## config.mk

```make
export PLATFORM = sky130hd
export DESIGN_NAME = fixed_pattern_ascii_utf16_scanner_unit_flat
export DESIGN_NICKNAME = d
export VERILOG_FILES = /design/src/sv/fpsc_pkg.sv /design/src/sv/fpsc_if.sv /design/src/sv/fpsc_match_core.sv /design/src/sv/fpsc_out_reg.sv /design/src/sv/fixed_pattern_ascii_utf16_scanner_unit.sv /design/src/flat_wrapper.sv
export SDC_FILE = /design/constraint.sdc
export NUM_CORES = 1
export LEC_CHECK = 0
export ABC_AREA = 1
export BUFFER_PORTS_ARGS = -buffer_cell sky130_fd_sc_hd__buf_2
export CAP_MARGIN = 15
export CORE_AREA = 5 5 119 121
export CTS_CLUSTER_DIAMETER = 150
export DETAILED_ROUTE_END_ITERATION = 8
export DIE_AREA = 0 0 124 126
export PLACE_DENSITY = 0.94
export SYNTH_ARGS = -nofsm -noshare
export SYNTH_HDL_FRONTEND = slang
export SYNTH_SLANG_ARGS = --single-unit
```

## constraint.sdc

```tcl
create_clock -name clk -period 2.5 [get_ports clk]
set_input_delay 0.375 -clock clk [delete_from_list [all_inputs] [get_ports clk]]
set_output_delay 0.375 -clock clk [all_outputs]
set_load 0.005 [all_outputs]
```

## src/sv/fpsc_pkg.sv

```systemverilog
// ----------------------------------------------------------------------------
// fpsc_pkg
// Shared types and constants for the fixed-pattern ASCII/UTF-16LE scanner.
// ----------------------------------------------------------------------------
`default_nettype none

package fpsc_pkg;

    localparam int PATTERN_LEN_DEFAULT = 68;
    localparam int PATTERN_CHARS       = 68;
    localparam int PATTERN_LEN_MAX     = 128;
    localparam int PAT_IDX_W           = $clog2(PATTERN_LEN_MAX);

    localparam logic [8*PATTERN_CHARS-1:0] PATTERN_STR =
        "X5O!P%@AP[4\\PZX54(P^)7CC)7}$EICAR-STANDARD-ANTIVIRUS-TEST-FILE!$H+H*";

    typedef struct packed {
        logic found_so_far;
        logic end_of_buffer;
    } fpsc_result_t;

    // positions past the stored string read as zero bytes
    function automatic logic [7:0] pattern_at(input logic [PAT_IDX_W-1:0] idx);
        logic [7:0] ch;
        ch = 8'h00;
        if (int'(idx) < PATTERN_CHARS)
        begin
            ch = PATTERN_STR[8*(PATTERN_CHARS-1-int'(idx)) +: 8];
        end
        return ch;
    endfunction

endpackage

`default_nettype wire

```

## src/sv/fpsc_if.sv

```systemverilog
// ----------------------------------------------------------------------------
// fpsc_in_if / fpsc_out_if
// Valid/ready stream channels for scanner input bytes and scan results.
// ----------------------------------------------------------------------------
`default_nettype none

interface fpsc_in_if;
    logic       valid;
    logic       ready;
    logic [7:0] data_byte;
    logic       last_byte;

    modport source (output valid, output data_byte, output last_byte, input ready);
    modport sink   (input valid, input data_byte, input last_byte, output ready);
endinterface

interface fpsc_out_if;
    logic valid;
    logic ready;
    logic found_so_far;
    logic end_of_buffer;

    modport source (output valid, output found_so_far, output end_of_buffer, input ready);
    modport sink   (input valid, input found_so_far, input end_of_buffer, output ready);
endinterface

`default_nettype wire

```

## src/sv/fpsc_match_core.sv

```systemverilog
// ----------------------------------------------------------------------------
// fpsc_match_core
// Shift-and match vectors for the ASCII and UTF-16LE forms of the pattern.
// ----------------------------------------------------------------------------
`default_nettype none

module fpsc_match_core #(
    parameter int PATTERN_LEN = fpsc_pkg::PATTERN_LEN_DEFAULT
) (
    input  wire logic                 clk,
    input  wire logic                 rst_n,
    input  wire logic                 load,
    input  wire logic [7:0]           data_byte,
    input  wire logic                 last_byte,
    output fpsc_pkg::fpsc_result_t    result
);
    import fpsc_pkg::*;

    localparam int UTF_LEN = 2 * PATTERN_LEN;

    logic [PATTERN_LEN-1:0] ascii_reg;
    logic [PATTERN_LEN-1:0] ascii_next;
    logic [UTF_LEN-1:0]     utf_reg;
    logic [UTF_LEN-1:0]     utf_next;
    logic                   seen_reg;
    logic                   seen_next;
    logic                   hit;

    always_comb
    begin
        ascii_next[0] = (data_byte == pattern_at(PAT_IDX_W'(0)));
        for (int k = 1; k < PATTERN_LEN; k++)
        begin
            ascii_next[k] = ascii_reg[k-1] && (data_byte == pattern_at(PAT_IDX_W'(k)));
        end
        utf_next[0] = (data_byte == pattern_at(PAT_IDX_W'(0)));
        for (int j = 1; j < UTF_LEN; j++)
        begin
            if ((j % 2) == 0)
            begin
                utf_next[j] = utf_reg[j-1] && (data_byte == pattern_at(PAT_IDX_W'(j / 2)));
            end
            else
            begin
                utf_next[j] = utf_reg[j-1] && (data_byte == 8'h00);
            end
        end
        hit       = ascii_next[PATTERN_LEN-1] || utf_next[UTF_LEN-1];
        seen_next = seen_reg || hit;
    end

    assign result.found_so_far  = seen_next;
    assign result.end_of_buffer = last_byte;

    always_ff @(posedge clk or negedge rst_n)
    begin
        if (!rst_n)
        begin
            ascii_reg <= '0;
            utf_reg   <= '0;
            seen_reg  <= 1'b0;
        end
        else if (load)
        begin
            if (last_byte)
            begin
                ascii_reg <= '0;
                utf_reg   <= '0;
                seen_reg  <= 1'b0;
            end
            else
            begin
                ascii_reg <= ascii_next;
                utf_reg   <= utf_next;
                seen_reg  <= seen_next;
            end
        end
    end

endmodule

`default_nettype wire

```

## src/sv/fpsc_out_reg.sv

```systemverilog
// ----------------------------------------------------------------------------
// fpsc_out_reg
// Result register with valid flag; frees itself when the sink takes it.
// ----------------------------------------------------------------------------
`default_nettype none

module fpsc_out_reg (
    input  wire logic                 clk,
    input  wire logic                 rst_n,
    input  wire logic                 load,
    input  wire fpsc_pkg::fpsc_result_t result,
    output logic                      can_load,
    fpsc_out_if.source                out_stream
);
    import fpsc_pkg::*;

    logic         valid_reg;
    fpsc_result_t data_reg;

    assign can_load = !valid_reg || out_stream.ready;

    always_ff @(posedge clk or negedge rst_n)
    begin
        if (!rst_n)
        begin
            valid_reg <= 1'b0;
        end
        else if (can_load)
        begin
            valid_reg <= load;
        end
    end

    always_ff @(posedge clk)
    begin
        if (load)
        begin
            data_reg <= result;
        end
    end

    assign out_stream.valid         = valid_reg;
    assign out_stream.found_so_far  = data_reg.found_so_far;
    assign out_stream.end_of_buffer = data_reg.end_of_buffer;

endmodule

`default_nettype wire

```

## src/sv/fixed_pattern_ascii_utf16_scanner_unit.sv

```systemverilog
// ----------------------------------------------------------------------------
// fixed_pattern_ascii_utf16_scanner_unit
// Scans a byte stream for the test pattern in ASCII and UTF-16LE form.
// ----------------------------------------------------------------------------
// Throughput: one byte per cycle unless the sink stalls; the match vectors
// update in a single compare and AND per position, the output register
// registers each accepted byte's result and frees as the sink takes it.
// Reset: clears match vectors, the sticky found flag and the output valid;
// the final byte of each buffer clears the same match state.
`default_nettype none

module fixed_pattern_ascii_utf16_scanner_unit #(
    parameter int PATTERN_LEN = fpsc_pkg::PATTERN_LEN_DEFAULT
) (
    input  wire logic    clk,
    input  wire logic    rst_n,
    fpsc_in_if.sink      in_stream,
    fpsc_out_if.source   out_stream
);
    import fpsc_pkg::*;

    logic         can_load;
    logic         load;
    fpsc_result_t result;

    assign in_stream.ready = can_load;
    assign load            = in_stream.valid && can_load;

    fpsc_match_core #(
        .PATTERN_LEN (PATTERN_LEN)
    ) u_core (
        .clk       (clk),
        .rst_n     (rst_n),
        .load      (load),
        .data_byte (in_stream.data_byte),
        .last_byte (in_stream.last_byte),
        .result    (result)
    );

    fpsc_out_reg u_out (
        .clk        (clk),
        .rst_n      (rst_n),
        .load       (load),
        .result     (result),
        .can_load   (can_load),
        .out_stream (out_stream)
    );

endmodule

`default_nettype wire

```

## src/flat_wrapper.sv

```systemverilog
// flat-port wrapper written by rule: the top's interface ports become plain ports
module fixed_pattern_ascii_utf16_scanner_unit_flat import fpsc_pkg::*;
#(
    parameter int PATTERN_LEN = fpsc_pkg::PATTERN_LEN_DEFAULT
)
  (clk, rst_n, in_stream_valid, in_stream_data_byte, in_stream_last_byte, in_stream_ready, out_stream_valid, out_stream_found_so_far, out_stream_end_of_buffer, out_stream_ready);
  fpsc_in_if in_stream_i ();
  fpsc_out_if out_stream_i ();
  input  wire logic clk;
  input  wire logic rst_n;
  input wire logic [$bits(in_stream_i.valid)-1:0] in_stream_valid;
  input wire logic [$bits(in_stream_i.data_byte)-1:0] in_stream_data_byte;
  input wire logic [$bits(in_stream_i.last_byte)-1:0] in_stream_last_byte;
  output wire logic [$bits(in_stream_i.ready)-1:0] in_stream_ready;
  output wire logic [$bits(out_stream_i.valid)-1:0] out_stream_valid;
  output wire logic [$bits(out_stream_i.found_so_far)-1:0] out_stream_found_so_far;
  output wire logic [$bits(out_stream_i.end_of_buffer)-1:0] out_stream_end_of_buffer;
  input wire logic [$bits(out_stream_i.ready)-1:0] out_stream_ready;
  assign in_stream_i.valid = in_stream_valid;
  assign in_stream_i.data_byte = in_stream_data_byte;
  assign in_stream_i.last_byte = in_stream_last_byte;
  assign in_stream_ready = in_stream_i.ready;
  assign out_stream_valid = out_stream_i.valid;
  assign out_stream_found_so_far = out_stream_i.found_so_far;
  assign out_stream_end_of_buffer = out_stream_i.end_of_buffer;
  assign out_stream_i.ready = out_stream_ready;
  fixed_pattern_ascii_utf16_scanner_unit #(.PATTERN_LEN(PATTERN_LEN)) u_core (.clk(clk), .rst_n(rst_n), .in_stream(in_stream_i), .out_stream(out_stream_i));
endmodule
```

==> results.json, run 1 <==
{
  "setup_ws_ps": 212,
  "crit_required_ps": 2880,
  "nets": 871,
  "synthMuxAreaShare_pct": 0,
  "rr_worst_depth": 6,
  "largest_reg_flops": 135,
  "drive_gt1_share_pct": 12.5,
  "seq_area_frac_synth_pct": 62.0,
  "yosys.area_share.simple_pct": 14.5,
  "drv_cap": 0,
  "dp_hpwl_um": 11100,
  "hold_buffers": 1,
  "ios": 17,
  "track_usage_pct": 25.7,
  "syn_to_final_growth_pct": 11.5,
  "finalPower_mw": 6.79,
  "synth_top_family_by_area": "simple AND/OR/NAND/NOR gates",
  "synth_xor_area_share_pct": 0,
  "synthesis.nets": 859,
  "max_slew_margin_pct": 29.1,
  "io_buffers": 16,
  "dieArea_mm2": 0.0156,
  "period_needed_ps": 2290,
  "numCtsBuffers": 21,
  "grt_start_max_net_pins": 104,
  "grt.overflow.total": 0,
  "row_count": 42,
  "dr.first_iter.drc_count": 994,
  "slowest_delay_ps": 590,
  "rr_startpoint": "u_core.u_out.out_stream.valid",
  "avgRoutedWirePerCell_um": 18.3,
  "worstSetupEndpointType": "flip-flop",
  "firstDrtPassIters": 5,
  "outcome": "complete, no violations",
  "syn_avg_cell_area_um2": 9.80,
  "place_inst": 1010,
  "timing.final.crit_share_pct": 91.5,
  "drv_slew": 0,
  "startpoint_type": "flip-flop",
  "synthCells": 846,
  "hp-class": "primary input to flip-flop",
  "gp_congestion": 0.868,
  "antenna_cells": 0,
  "grt_pass1_vias": 6282,
  "yosys_warnings": 0,
  "die_height_um": 126,
  "cts_sinks": 205,
  "stdcell_area_mm2": 0.00925,
  "max_freq_mhz": 437,
  "wl_um": 19100,
  "reg2reg_to": "u_core.u_core.utf_reg[62]",
  "vdd_drop_max_mv": 0.629,
  "critPathArrivalTime_ps": 2670,
  "crit_type": "flip-flop to flip-flop",
  "clock_path_buffers": 3,
  "wl_met2_um": 8970,
  "rrSetupSlack_ps": 210,
  "synth-seq-cells": 205,
  "antenna_found_initial": 0,
  "drcViolationCount": 0,
  "yosys.area_share.adder_pct": 0,
  "crit_fanout": 66,
  "setup_viol": 0,
  "cts_setup_buffers": 0,
  "fin_skew_ps": 14.7,
  "core_mm2": 0.0130,
  "wl_met3_um": 1640,
  "ys_types": 25,
  "initial_core_util_pct": 63.9,
  "fin_cells": 1046,
  "power_density_mw_per_mm2": 735,
  "worstHoldPathCells": 1,
  "dpl-instance-area_mm2": 0.00854,
  "preCtsSetupSlack_ps": 262,
  "post_cts_resized": 0,
  "finalHoldViolCount": 0,
  "critical-path-slowest-cell": "buf_4",
  "cts_tree": "yes",
  "crit_chain": "nand2_2, nand2_4, nor2_4, buf_4, nand4_2, o21ai_0",
  "fill_cells": 827,
  "root_buffer": "clkbuf_16",
  "htree_num_levels": 1,
  "holdCritStartpoint": "in_stream_last_byte",
  "drt-vias-per-instance": 5.96,
  "p_leak_nw": 4.06,
  "clk_pin_slew_ps": 60,
  "tightest_slew_ps": 1060,
  "die_w_um": 124,
  "synth_compound_area_share_pct": 14.3,
  "grt_pass1_wl_um": 32200,
  "netlist_area_mm2": 0.00829,
  "rsz0062_at_grt": "false",
  "min_to": "u_core.u_out.out_stream.end_of_buffer",
  "wl_met1_um": 7740,
  "postRouteAntennaNets": 0,
  "vias": 6233,
  "routed.top_layer": "met4",
  "setup_tns_ps": 0,
  "worst_skew_pair.late_latency_ps": 490
}
-- synth_stat cells --
cell type  number  share of area (%)
nor2_4          3               0.41
nand2_2         3               0.23
buf_2          27                1.6
buf_6           5               0.68
dfrtp_1       203                 61
nand4_1         2               0.15
nor3_1          3               0.18
nand2_1       171                7.7
o21ai_0       103                6.2
o21ai_1        22                1.3
buf_4           3               0.27
nand3_2         3               0.36
nor3_2          1               0.12
nor2_2          6               0.45
o22ai_2        30                4.5
clkinv_1        1              0.045
inv_2           6               0.27
nand4_2         1               0.15
a21oi_2         1               0.11
edfxtp_1        2               0.72
nor2_1         18               0.81
nand3_1        65                3.9
clkbuf_1        3               0.14
o22ai_1        28                2.1
inv_1         136                6.2
-- cell usage in the layout, fill, tap and decap left out --
cell type and count:
inv_1 136, buf_12 6, clkinv_1 1, a21oi_4 1
clkinv_2 1, o22ai_2 30, bufinv_16 3, o21ai_1 22
nand2_2 2, nor2_1 18, nand4_1 2, nor2_4 3
nor3_1 3, edfxtp_1 2, clkbuf_16 21, nand3_2 3
dlygate4sd3_1 1, nand2_4 1, nor3_2 1, nand2_1 171
inv_2 6, nor2_2 6, nand4_2 1, buf_2 15
buf_4 4, o22ai_1 28, clkbuf_1 6, clkbuf_8 5
dfrtp_1 203, o21ai_0 103, nand3_1 65
-- power by group --
group	switching, mW	internal, mW
clock	1.24	1.97
combinational	0.213	0.0447
sequential	0.00248	3.32
total	1.46	5.34
-- worst max-delay path by stage --
stage / endpoint / from / slack [ps] / cells after the start
CTS: u_core.u_core.utf_reg[14] / u_core.u_out.out_stream.valid / 270 / 6
global placement: u_core.u_core.utf_reg[86] / out_stream_ready / 380 / 8
floorplan: u_core.u_out.out_stream.end_of_buffer / u_core.u_out.out_stream.valid / 1180 / 3
detailed placement: u_core.u_core.utf_reg[62] / out_stream_ready / 260 / 8
global route: u_core.u_core.utf_reg[14] / u_core.u_out.out_stream.valid / 130 / 6
finish: u_core.u_core.utf_reg[62] / u_core.u_out.out_stream.valid / 210 / 6
-- worst max-delay path: cells and delay by family (launching register included) --
kind,cells,cell delay (ps)
AO/OA/AOI/OAI,1,350
flip-flops,1,430
buffers and inverters,1,590
AND/OR/NAND/NOR,4,790
-- routing by layer --
layer	up-vias	GRT usage [%]
met5	-	0
met4	0	10.1
met3	76	4.30
met2	373	39.1
met1	3053	37.4
li1	2731	-
-- layout make-up --
class	instances	area, um2	area share [%]
flip-flops and latches	205	5140	55.6
multi-input cells	460	2400	26.0
clock buffers	31	603	6.52
inverters	143	537	5.81
repair buffers	27	249	2.69
well taps	176	220	2.38
clock inverters	4	95.1	1.03
-- cells by family after synthesis --
logic type / Yosys count
simple gates: 276
buf+inv: 181
flops: 205
compound gates: 184
-- per-stage QoR --
step | hold WS (ps) | util, %
after floorplan | 79.4 | -
after global placement | 435 | 65.8
after detailed placement | 436 | 65.8
after CTS | 122 | 71.2
after global routing | 132 | 71.2
final | 132 | 71.2
Power figures use the tool's default switching activity.
==> run 2, diff against run 1 <==
--- a/config.mk
+++ b/config.mk
@@ -8,11 +8,11 @@
 export ABC_AREA = 1
 export BUFFER_PORTS_ARGS = -buffer_cell sky130_fd_sc_hd__buf_2
 export CAP_MARGIN = 15
-export CORE_AREA = 5 5 119 121
+export CORE_AREA = 5 5 122 124
 export CTS_CLUSTER_DIAMETER = 150
 export DETAILED_ROUTE_END_ITERATION = 8
-export DIE_AREA = 0 0 124 126
-export PLACE_DENSITY = 0.94
+export DIE_AREA = 0 0 127 129
+export PLACE_DENSITY = 0.87
 export SYNTH_ARGS = -nofsm -noshare
 export SYNTH_HDL_FRONTEND = slang
 export SYNTH_SLANG_ARGS = --single-unit
==> constraint.sdc (replaced) <==
create_clock -name clk -period 2.3 [get_ports clk]
set_input_delay 0.345 -clock clk [delete_from_list [all_inputs] [get_ports clk]]
set_output_delay 0.345 -clock clk [all_outputs]
set_load 0.005 [all_outputs]
==> run 2 against run 1 <==
  * Via count decreased by 3.0%
  * Cell count increased by 0.86%
  * Utilization decreased by 3.9 points
  * Die area increased by 4.9%
  * First-iteration DRC count decreased by 16%
  * Clock skew increased by 3.8 ps
  * Setup slack improved by 370 ps
  * Sequential power increased by 8.7%
  * Sequential share of layout area increased by 0.26 points
  * Highest routed layer unchanged
==> results.json, run 2 (synthesis gave the netlist of run 1 again) <==
{
  "htree_num_levels": 1,
  "drive_gt1_share_pct": 13.3,
  "power_density_mw_per_mm2": 783,
  "path_buf_inv": 1,
  "row_count": 43,
  "crit_required_ps": 2690,
  "dr.first_iter.drc_count": 835,
  "reg2reg_to": "u_core.u_core.ascii_reg[35]",
  "antenna_found_initial": 0,
  "final_common_cell": "dfrtp_1",
  "finalPower_mw": 7.21,
  "worstSetupEndpointType": "flip-flop",
  "antenna_cells": 0,
  "syn_to_final_growth_pct": 11.0,
  "timing.final.crit_share_pct": 74.9,
  "fin_skew_ps": 18.4,
  "final_cell_mix": "dfrtp_1, nand2_1, inv_1, o21ai_0, nand3_1",
  "drv_slew": 0,
  "setup_ws_ps": 578,
  "ios": 17,
  "startpoint_type": "flip-flop",
  "core_mm2": 0.0137,
  "critical-path-slowest-cell": "dfrtp_1",
  "cts_setup_buffers": 0,
  "rr_worst_depth": 6,
  "grt_pass1_vias": 6240,
  "initial_core_util_pct": 60.7,
  "dpl-instance-area_mm2": 0.00852,
  "p_leak_nw": 4.05,
  "min_to": "u_core.u_out.out_stream.end_of_buffer",
  "die_height_um": 129,
  "holdCritStartpoint": "in_stream_last_byte",
  "period_needed_ps": 1720,
  "firstDrtPassIters": 7,
  "gp_congestion": 0.964,
  "drt-vias-per-instance": 5.73,
  "grt_pass1_wl_um": 31500,
  "drv_cap": 0,
  "clock_path_buffers": 3,
  "tightest_slew_ps": 641,
  "hp-class": "primary input to flip-flop",
  "crit_fanout": 12,
  "grt.overflow.total": 0,
  "place_inst": 1016,
  "clk_pin_slew_ps": 60,
  "drcViolationCount": 0,
  "multiInputGateArea_mm2": 0.00240,
  "preCtsSetupSlack_ps": 456,
  "vdd_drop_max_mv": 0.624,
  "wl_met3_um": 1360,
  "dp_hpwl_um": 11300,
  "wl_um": 18500,
  "fill_cells": 1006,
  "vias": 6048,
  "critPathTopFamily": "simple AND/OR/NAND/NOR gates",
  "finalHoldViolCount": 0,
  "crit_type": "flip-flop to flip-flop",
  "numCtsBuffers": 21,
  "cts_tree": "yes",
  "wl_met2_um": 8820,
  "setup_tns_ps": 0,
  "startpoint": "u_core.u_out.out_stream.valid",
  "stdcell_area_mm2": 0.00920,
  "nets": 873,
  "rr_startpoint": "u_core.u_out.out_stream.valid",
  "worstSetupPathDepth": 6,
  "worstHoldPathCells": 1,
  "wl_met1_um": 7700,
  "slowest_delay_ps": 420,
  "outcome": "complete, no violations",
  "rsz0062_at_grt": "false",
  "postRouteAntennaNets": 0,
  "fin_cells": 1055,
  "setup_viol": 0,
  "track_usage_pct": 23.7,
  "max_freq_mhz": 581,
  "largest_reg_flops": 135,
  "io_buffers": 16,
  "avgRoutedWirePerCell_um": 17.5,
  "regArea_mm2": 0.00514,
  "worst_skew_pair.late_latency_ps": 500,
  "routed.top_layer": "met4",
  "dieArea_mm2": 0.0164,
  "die_w_um": 127,
  "rrSetupSlack_ps": 580,
  "critPathArrivalTime_ps": 2120,
  "root_buffer": "clkbuf_16",
  "max_slew_margin_pct": 56.9,
  "cts_sinks": 205,
  "crit_chain": "a21oi_4, nand2_1, nor2_2, buf_4, nand3_1, o21ai_0",
  "grt_start_max_net_pins": 104
}
==> run 2: area by class of cell <==
cell class | instances | share of cell area (%)
Clock buffer | 29 | 6.47
Clock inverter | 9 | 0.829
Inverter | 143 | 5.83
Multi-Input combinational cell | 460 | 26.1
Sequential cell | 205 | 55.9
Tap cell | 180 | 2.45
Timing Repair Buffer | 29 | 2.46
==> run 2: layer usage <==
| metal | track usage (%) | vias up |
|---|---|---|
| li1 | - | 2740 |
| met1 | 34.2 | 2967 |
| met2 | 36.7 | 278 |
| met3 | 4.32 | 63 |
| met4 | 8.01 | 0 |
| met5 | 0 | - |
==> run 2: timing repair <==
action,in CTS,in global routing
hold buffers,1,0
gates resized for setup,0,0
endpoints found under the hold margin,48,0
==> run 2: stage by stage <==
stage	hold WS, ps	util [%]
floorplan	49.4	-
global placement	327	62.4
detailed placement	331	62.4
CTS	84.0	67.3
global route	89.9	67.3
finish	103	67.3
==> run 2: worst max path at each step <==
stage	to	slack, ps
floorplan	u_core.u_out.out_stream.end_of_buffer	980
global placement	u_core.u_core.utf_reg[94]	590
detailed placement	u_core.u_core.utf_reg[24]	460
CTS	u_core.u_core.utf_reg[96]	600
global route	u_core.u_core.utf_reg[96]	440
finish	u_core.u_core.ascii_reg[35]	580
==> run 2: power breakdown <==
group | switching, mW | leakage [nW] | internal (mW) | total (mW)
logic | 0.233 | 0.862 | 0.0493 | 0.282
registers | 0.00210 | 2.85 | 3.61 | 3.62
clock network | 1.38 | 0.335 | 1.93 | 3.31
